File: src/tskh_pkg.sv
`default_nettype none

package tskh_pkg;

	localparam int KIND_W  = 4;
	localparam int KEY_W   = 64;
	localparam int HASH_W  = 64;
	localparam int NBYTE_W = 4;

	// key kind codes
	localparam logic [KIND_W-1:0] KIND_S8    = 4'd0;
	localparam logic [KIND_W-1:0] KIND_S16   = 4'd1;
	localparam logic [KIND_W-1:0] KIND_S32   = 4'd2;
	localparam logic [KIND_W-1:0] KIND_S64   = 4'd3;
	localparam logic [KIND_W-1:0] KIND_U8    = 4'd4;
	localparam logic [KIND_W-1:0] KIND_U16   = 4'd5;
	localparam logic [KIND_W-1:0] KIND_U32   = 4'd6;
	localparam logic [KIND_W-1:0] KIND_U64   = 4'd7;
	localparam logic [KIND_W-1:0] KIND_USIZE = 4'd8;
	localparam logic [KIND_W-1:0] KIND_F32   = 4'd9;
	localparam logic [KIND_W-1:0] KIND_F64   = 4'd10;
	localparam logic [KIND_W-1:0] KIND_BOOL  = 4'd11;
	localparam logic [KIND_W-1:0] KIND_PTR   = 4'd12;

	// fixed hash codes
	localparam logic [HASH_W-1:0] HASH_TRUE    = 64'd1231;
	localparam logic [HASH_W-1:0] HASH_FALSE   = 64'd1237;
	localparam logic [HASH_W-1:0] HASH_POS_INF = ~64'd0;
	localparam logic [HASH_W-1:0] HASH_NEG_INF = ~64'd1;
	localparam logic [HASH_W-1:0] HASH_NAN     = ~64'd2;
	localparam logic [HASH_W-1:0] HASH_ZERO    = 64'd0;

	// fold round constants
	localparam int FOLD_SHL = 5;
	localparam int FOLD_SHR = 2;

	// decode result: fold nbytes of the key, or take the fixed code
	typedef struct packed {
		logic               use_fold;
		logic [NBYTE_W-1:0] nbytes;
		logic [HASH_W-1:0]  fixed;
	} key_sel_t;

endpackage

`default_nettype wire

File: src/tskh_key_if.sv
`default_nettype none

interface tskh_key_if;
	logic                        valid;
	logic                        ready;
	logic [tskh_pkg::KIND_W-1:0] key_kind;
	logic [tskh_pkg::KEY_W-1:0]  key_value;

	modport source (output valid, key_kind, key_value, input ready);
	modport sink   (input valid, key_kind, key_value, output ready);
endinterface

`default_nettype wire

File: src/tskh_hash_if.sv
`default_nettype none

interface tskh_hash_if;
	logic                        valid;
	logic                        ready;
	logic [tskh_pkg::HASH_W-1:0] hash_value;

	modport source (output valid, hash_value, input ready);
	modport sink   (input valid, hash_value, output ready);
endinterface

`default_nettype wire

File: src/tskh_decode.sv
`default_nettype none

module tskh_decode (
	input  wire logic [tskh_pkg::KIND_W-1:0] key_kind,
	input  wire logic [tskh_pkg::KEY_W-1:0]  key_value,
	output tskh_pkg::key_sel_t               sel
);

	logic [7:0]  f32_exp;
	logic [22:0] f32_mant;
	logic [10:0] f64_exp;
	logic [51:0] f64_mant;

	assign f32_exp  = key_value[30:23];
	assign f32_mant = key_value[22:0];
	assign f64_exp  = key_value[62:52];
	assign f64_mant = key_value[51:0];

	always_comb begin
		sel.use_fold = 1'b0;
		sel.nbytes   = 4'd0;
		sel.fixed    = tskh_pkg::HASH_ZERO;
		unique case (key_kind)
			tskh_pkg::KIND_S8, tskh_pkg::KIND_U8: begin
				sel.use_fold = 1'b1;
				sel.nbytes   = 4'd1;
			end
			tskh_pkg::KIND_S16, tskh_pkg::KIND_U16: begin
				sel.use_fold = 1'b1;
				sel.nbytes   = 4'd2;
			end
			tskh_pkg::KIND_S32, tskh_pkg::KIND_U32: begin
				sel.use_fold = 1'b1;
				sel.nbytes   = 4'd4;
			end
			tskh_pkg::KIND_S64, tskh_pkg::KIND_U64, tskh_pkg::KIND_USIZE: begin
				sel.use_fold = 1'b1;
				sel.nbytes   = 4'd8;
			end
			tskh_pkg::KIND_F32: begin
				sel.nbytes = 4'd4;
				if (f32_exp == 8'hFF) begin
					if (f32_mant == 23'd0) begin
						sel.fixed = key_value[31] ? tskh_pkg::HASH_NEG_INF
						                          : tskh_pkg::HASH_POS_INF;
					end else begin
						sel.fixed = tskh_pkg::HASH_NAN;
					end
				end else if (f32_exp == 8'd0 && f32_mant == 23'd0) begin
					sel.fixed = tskh_pkg::HASH_ZERO;
				end else begin
					sel.use_fold = 1'b1;
				end
			end
			tskh_pkg::KIND_F64: begin
				sel.nbytes = 4'd8;
				if (f64_exp == 11'h7FF) begin
					if (f64_mant == 52'd0) begin
						sel.fixed = key_value[63] ? tskh_pkg::HASH_NEG_INF
						                          : tskh_pkg::HASH_POS_INF;
					end else begin
						sel.fixed = tskh_pkg::HASH_NAN;
					end
				end else if (f64_exp == 11'd0 && f64_mant == 52'd0) begin
					sel.fixed = tskh_pkg::HASH_ZERO;
				end else begin
					sel.use_fold = 1'b1;
				end
			end
			tskh_pkg::KIND_BOOL: begin
				sel.fixed = (key_value != 64'd0) ? tskh_pkg::HASH_TRUE
				                                 : tskh_pkg::HASH_FALSE;
			end
			tskh_pkg::KIND_PTR: begin
				sel.fixed = key_value;
			end
			default: begin
				// undefined kinds hash to zero
				sel.fixed = tskh_pkg::HASH_ZERO;
			end
		endcase
	end

endmodule

`default_nettype wire

File: src/tskh_fold.sv
`default_nettype none

// Byte fold, most significant used byte first; rounds past nbytes pass h along.
module tskh_fold (
	input  wire logic [tskh_pkg::KEY_W-1:0]   key_value,
	input  wire logic [tskh_pkg::NBYTE_W-1:0] nbytes,
	output logic      [tskh_pkg::HASH_W-1:0]  hash_value
);

	localparam int ROUNDS = tskh_pkg::KEY_W / 8;

	always_comb begin
		logic [tskh_pkg::HASH_W-1:0]  h;
		logic [tskh_pkg::NBYTE_W-1:0] pos;
		logic [7:0]                   b;
		h = {{(tskh_pkg::HASH_W-tskh_pkg::NBYTE_W){1'b0}}, nbytes};
		for (int j = 0; j < ROUNDS; j++) begin
			pos = nbytes - tskh_pkg::NBYTE_W'(j) - tskh_pkg::NBYTE_W'(1);
			b   = key_value[{pos[2:0], 3'b000} +: 8];
			if (tskh_pkg::NBYTE_W'(j) < nbytes) begin
				h = h ^ ((h << tskh_pkg::FOLD_SHL) + (h >> tskh_pkg::FOLD_SHR)
				         + {{(tskh_pkg::HASH_W-8){1'b0}}, b});
			end
		end
		hash_value = h;
	end

endmodule

`default_nettype wire

File: src/typed_scalar_key_hash.sv
`default_nettype none

// Channel   | Dir | Payload                          | Handshake
// ----------+-----+----------------------------------+------------
// key_in    | in  | key_kind[3:0], key_value[63:0]   | valid/ready
// hash_out  | out | hash_value[63:0]                 | valid/ready
//
// One key per cycle sustained while hash_out takes results; an accepted key is held in
// the stage 1 register and then its hash in the stage 2 register, which drives hash_out.
// Stage 1 is the input register; decode and the eight-round byte fold sit between
// it and the stage 2 result register, and set the clock period.
// arst_n clears only the valid bits; payload registers are not reset.
// A stalled result holds in stage 2 while stage 1 still takes a key; key_in.ready
// drops only when both stages are full and hash_out is stalled.
module typed_scalar_key_hash (
	input  wire logic   clk,
	input  wire logic   arst_n,
	tskh_key_if.sink    key_in,
	tskh_hash_if.source hash_out
);

	logic                        valid_s1;
	logic [tskh_pkg::KIND_W-1:0] kind_s1;
	logic [tskh_pkg::KEY_W-1:0]  value_s1;
	logic                        valid_s2;
	logic [tskh_pkg::HASH_W-1:0] hash_s2;

	logic                        ready_s2;
	tskh_pkg::key_sel_t          sel;
	logic [tskh_pkg::HASH_W-1:0] fold_hash;
	logic [tskh_pkg::HASH_W-1:0] result;

	// stage 2 frees up when empty or when its item leaves this cycle
	assign ready_s2     = !valid_s2 || hash_out.ready;
	assign key_in.ready = !valid_s1 || ready_s2;

	always_ff @(posedge clk or negedge arst_n) begin
		if (!arst_n) begin
			valid_s1 <= 1'b0;
		end else if (key_in.ready) begin
			valid_s1 <= key_in.valid;
		end
	end

	always_ff @(posedge clk) begin
		if (key_in.valid && key_in.ready) begin
			kind_s1  <= key_in.key_kind;
			value_s1 <= key_in.key_value;
		end
	end

	tskh_decode u_decode (
		.key_kind  (kind_s1),
		.key_value (value_s1),
		.sel       (sel)
	);

	tskh_fold u_fold (
		.key_value  (value_s1),
		.nbytes     (sel.nbytes),
		.hash_value (fold_hash)
	);

	assign result = sel.use_fold ? fold_hash : sel.fixed;

	always_ff @(posedge clk or negedge arst_n) begin
		if (!arst_n) begin
			valid_s2 <= 1'b0;
		end else if (ready_s2) begin
			valid_s2 <= valid_s1;
		end
	end

	always_ff @(posedge clk) begin
		if (valid_s1 && ready_s2) begin
			hash_s2 <= result;
		end
	end

	assign hash_out.valid      = valid_s2;
	assign hash_out.hash_value = hash_s2;

	// an item moving out of stage 1 lands in stage 2
	a_s1_to_s2: assert property (@(posedge clk) disable iff (!arst_n)
		valid_s1 && ready_s2 |=> valid_s2)
		else $error("stage 1 item lost on its way to stage 2");

	// a blocked stage 1 keeps its item
	a_s1_hold: assert property (@(posedge clk) disable iff (!arst_n)
		valid_s1 && !ready_s2 |=> valid_s1 && $stable(value_s1) && $stable(kind_s1))
		else $error("stage 1 item overwritten while blocked");

	// pointers pass through unchanged
	a_ptr_pass: assert property (@(posedge clk) disable iff (!arst_n)
		valid_s1 && ready_s2 && kind_s1 == tskh_pkg::KIND_PTR
		|=> hash_s2 == $past(value_s1))
		else $error("pointer key not passed through");

	// booleans give one of the two fixed codes
	a_bool_code: assert property (@(posedge clk) disable iff (!arst_n)
		valid_s1 && ready_s2 && kind_s1 == tskh_pkg::KIND_BOOL
		|=> hash_s2 == tskh_pkg::HASH_TRUE || hash_s2 == tskh_pkg::HASH_FALSE)
		else $error("boolean key gave an unexpected hash");

endmodule

`default_nettype wire
File: src/flat_wrapper.sv
// flat-port wrapper written by rule: the top's interface ports become plain ports
module typed_scalar_key_hash_flat 
  (clk, arst_n, key_in_valid, key_in_key_kind, key_in_key_value, key_in_ready, hash_out_valid, hash_out_hash_value, hash_out_ready);
  tskh_key_if key_in_i ();
  tskh_hash_if hash_out_i ();
  input  wire logic clk;
  input  wire logic arst_n;
  input wire logic [$bits(key_in_i.valid)-1:0] key_in_valid;
  input wire logic [$bits(key_in_i.key_kind)-1:0] key_in_key_kind;
  input wire logic [$bits(key_in_i.key_value)-1:0] key_in_key_value;
  output wire logic [$bits(key_in_i.ready)-1:0] key_in_ready;
  output wire logic [$bits(hash_out_i.valid)-1:0] hash_out_valid;
  output wire logic [$bits(hash_out_i.hash_value)-1:0] hash_out_hash_value;
  input wire logic [$bits(hash_out_i.ready)-1:0] hash_out_ready;
  assign key_in_i.valid = key_in_valid;
  assign key_in_i.key_kind = key_in_key_kind;
  assign key_in_i.key_value = key_in_key_value;
  assign key_in_ready = key_in_i.ready;
  assign hash_out_valid = hash_out_i.valid;
  assign hash_out_hash_value = hash_out_i.hash_value;
  assign hash_out_i.ready = hash_out_ready;
  typed_scalar_key_hash u_core (.clk(clk), .arst_n(arst_n), .key_in(key_in_i), .hash_out(hash_out_i));
endmodule
File: config.mk
export PLATFORM = sky130hd
export DESIGN_NAME = typed_scalar_key_hash_flat
export DESIGN_NICKNAME = d
export VERILOG_FILES = /design/src/tskh_pkg.sv /design/src/tskh_key_if.sv /design/src/tskh_hash_if.sv /design/src/tskh_decode.sv /design/src/tskh_fold.sv /design/src/typed_scalar_key_hash.sv /design/src/flat_wrapper.sv
export SDC_FILE = /design/constraint.sdc
export NUM_CORES = 1
export LEC_CHECK = 0
export ABC_AREA = 1
export BUFFER_PORTS_ARGS = -buffer_cell sky130_fd_sc_hd__buf_4
export CORE_MARGIN = 2
export CORE_UTILIZATION = 45
export DETAILED_ROUTE_END_ITERATION = 10
export SYNTH_ARGS = -nofsm -noshare
export SYNTH_HDL_FRONTEND = slang
export SYNTH_SLANG_ARGS = --single-unit
File: constraint.sdc
create_clock -name clk -period 57.4 [get_ports clk]
set_clock_uncertainty 0.15 [all_clocks]
set_input_delay 8.61 -clock clk [delete_from_list [all_inputs] [get_ports clk]]
set_output_delay 8.61 -clock clk [all_outputs]
set_load 0.01 [all_outputs]
==> impl_results.md <==
* CP Capture Type: register
* Most used cell, CP: nand2_1
* CTS Hold Bufs at 0
* Worst Hold Path EP: u_core.hash_out.valid
* Layout cells sized above 1 at 9.80%
* Number of inserted diodes at 0
* Hold Crit Class: reg -> reg
* DR pass1 iterations at 6
* Synth Register Bits at ~130
* Number of global-route vias before repair at 19.9k
* Critical path data arrival time at 24.83 ns
* Ys async rst share at 1.49%
* Final Cycle Share at 43.3%
* Slowest cell on crit path: clkinv_1
* Max Cap Viol at 0
* # resized after CTS at 0
* Max Slew Vio Count at 0
* F_max at slightly above 0.04 GHz
* CTS root buf: clkbuf_16
* Clk slew on worst S/H paths at 0.06 ns
* Drt wl/cell at approximately 18 microns
* Total wire length at ~72000 microns
* First-pass GRT wire length at ~110000 microns
* Die H at 224 microns
* Startpoint Class: register
* Flop-to-flop setup slack at 32.56 ns
* Final critical-path required period at 24.84 ns
* FF/Latch Area at 4010 sq um
* DR vias/cell at ~5.5
* FP Rows at 80
* Vias at ~22k
* Netlist cell types at 62
* Synth warn at 0
* Most used DFF post-synth: edfxtp_1
* Final setup violation count at 0
* Gr usage total at 28.3%
* # Post-CTS Setup Buffers at 0
* Final nets at 3730
* Max Fanout on Critical Path at 42
* Worst Hold Launch: u_core.valid_s1
* Actual slew at the worst max-slew pin at 0.937 ns
* Iter 0 DRT Violations at ~1.9k
* Req. time, crit path at 57.39 ns
* Crit-path max cell delay at 1.02 ns
* Post-synthesis cell area at 21800 sq um
* Post-Synthesis Cells at 3210
* H-tree depth at 4
* Seq/Total Area, Yosys at 18.4%
* Final hold vios at 0
* Setup TNS at 0 ns
* Num ports at 138
* Number of synthesized flops with an enable pin at 132
* Fill count at ~4.9k
* # DRC at 0
* Area growth, synth to finish at 10.3%
* HPWL Detailed at 59900 microns
* Die Area at between 50000 and 60000 sq um
* CTS buffer count at 17
* IO buf count at around 140
* Cell count of the worst hold path at 2
* Initial antenna violation count at 0
* CTS Sinks at 134
* Multi-input gate area at 15900 sq um
* Die X at 224 microns
* Post-route ant nets at 0
* Clk_lat worst skew at 0.43 ns
* CTS max path bufs at 2
* Status: finished clean
* Core ar. at 47800 sq um
* Syn_area_per_cell at 6.80 sq um
* Global route overflow at 0
* RePlAce Congestion at 0.956
* Rel. slew slack at 37.5%
* Crit path kind: reg -> reg
* RSZ-0062 raised after global routing: no
* Pin count of the biggest net entering global routing at between 100 and 150
* Worst r2r dst: u_core.hash_out.hash_value[36]
* Initial Utilization at 45.6%
* Worst r2r path cells at 122
* Worst R2R Start: u_core.kind_s1[0]
* CTS tree: built
-- metal layers --
layer  up-vias  track usage [%]  share of wire (%)
met1     10000             38.5                 45
met4         0             8.33                2.9
met3        93             3.55                6.0
met2       632             46.8                 46
met5         -                0                  0
li1      11000                -                  -
-- metrics by stage --
| step | util [%] | hold slack, ns | instances | setup WS [ns] | cell area, sq um |
|---|---|---|---|---|---|
| 2_1_floorplan | - | 0.297 | 3224 | 37.09 | 21900 |
| 3_3_place_gp | 49.1 | 0.332 | 3911 | 33.16 | 23500 |
| 3_5_place_dp | 49.1 | 0.358 | 3911 | 32.98 | 23500 |
| 4_1_cts | 50.3 | 0.372 | 3943 | 32.88 | 24100 |
| 5_1_grt | 50.3 | 0.410 | 3943 | 30.18 | 24100 |
| 6_report | 50.3 | 0.366 | 3943 | 32.56 | 24100 |
-- how the worst max path moves through the flow --
stage	startpoint	to
after floorplan	u_core.kind_s1[0]	u_core.hash_out.hash_value[42]
after global placement	u_core.kind_s1[0]	u_core.hash_out.hash_value[36]
after detailed placement	u_core.kind_s1[0]	u_core.hash_out.hash_value[36]
after CTS	u_core.kind_s1[0]	u_core.hash_out.hash_value[36]
after global routing	u_core.kind_s1[0]	u_core.hash_out.hash_value[36]
final	u_core.kind_s1[0]	u_core.hash_out.hash_value[36]
-- cells in the mapped netlist (10+ instances only) --
cell type | n | area (sq um)
clkbuf_1 | 59 | 221
o21ai_0 | 327 | 1640
nand2_1 | 632 | 2370
or2_2 | 35 | 219
ha_1 | 315 | 3940
nor2_2 | 11 | 68.8
xnor2_1 | 88 | 771
nor3_1 | 38 | 190
o21ai_1 | 12 | 60.1
a21boi_0 | 10 | 75.1
a21oi_1 | 295 | 1480
edfxtp_1 | 132 | 3960
o22ai_1 | 25 | 156
a211oi_1 | 10 | 75.1
a31oi_1 | 18 | 113
nand3_1 | 148 | 741
nand4_1 | 34 | 213
xor2_1 | 91 | 797
nand2_2 | 23 | 144
inv_2 | 23 | 86.3
nand3_2 | 12 | 120
nor2_1 | 285 | 1070
fa_1 | 28 | 561
o21bai_1 | 13 | 97.6
inv_1 | 424 | 1590
buf_1 | 11 | 41.3
-- layout make-up --
type / instances / share of cell area, %
multi-input cells: 2557 / 65.8
flip-flops and latches: 134 / 16.7
inverters: 452 / 7.05
repair buffers: 153 / 4.77
well taps: 615 / 3.20
clock buffers: 18 / 1.78
clock inverters: 14 / 0.691
-- worst max-delay path, delay by kind of cell, from the launching register on --
family | cells | cell delay, ns
and+or+nand+nor | 43 | 4.32
buffers and inverters | 22 | 3.10
xor gates and xnor gates | 7 | 2.91
DFF | 1 | 0.44
adders and majority gates | 17 | 7.43
AOI/OAI and AO/OA | 33 | 6.15
-- cells in the final DEF (no fill, tap or decap), types with 17 or more instances in the layout --
cell,netlist,routed
a21oi_1,295,294
a31oi_1,18,18
buf_4,1,153
clkbuf_16,0,17
edfxtp_1,132,132
fa_1,28,28
ha_1,315,315
inv_1,424,423
inv_2,23,25
nand2_1,632,630
nand2_2,23,25
nand3_1,148,148
nand4_1,34,34
nor2_1,285,283
nor3_1,38,38
o21ai_0,327,326
o22ai_1,25,25
or2_2,35,35
xnor2_1,88,88
xor2_1,91,91
-- state kept, by name (all words and copies together), names as in the netlist --
register	cells
u_core.hash_out.hash_value	64
u_core.hash_out.valid	1
u_core.kind_s1	4
u_core.valid_s1	1
u_core.value_s1	64
-- cell families (layout without fill, tap and decap cells) --
logic type               after synthesis  count (layout)  synth area share, %
AND/OR/NAND/NOR                     1263            1263                 25.5
AO/OA/AOI/OAI                        745             745                 18.3
buffers and inverters                533             637                 9.35
adder cells (fa/ha/maj)              343             343                 20.6
XOR/XNOR                             184             184                 7.55
flip-flops                           134             134                 18.4
multiplexers                           7               7                0.321
other                                  1              15               0.0172
Power is not shown: default switching activity piles up to over one toggle a cycle in this logic, so the estimate is an artifact.
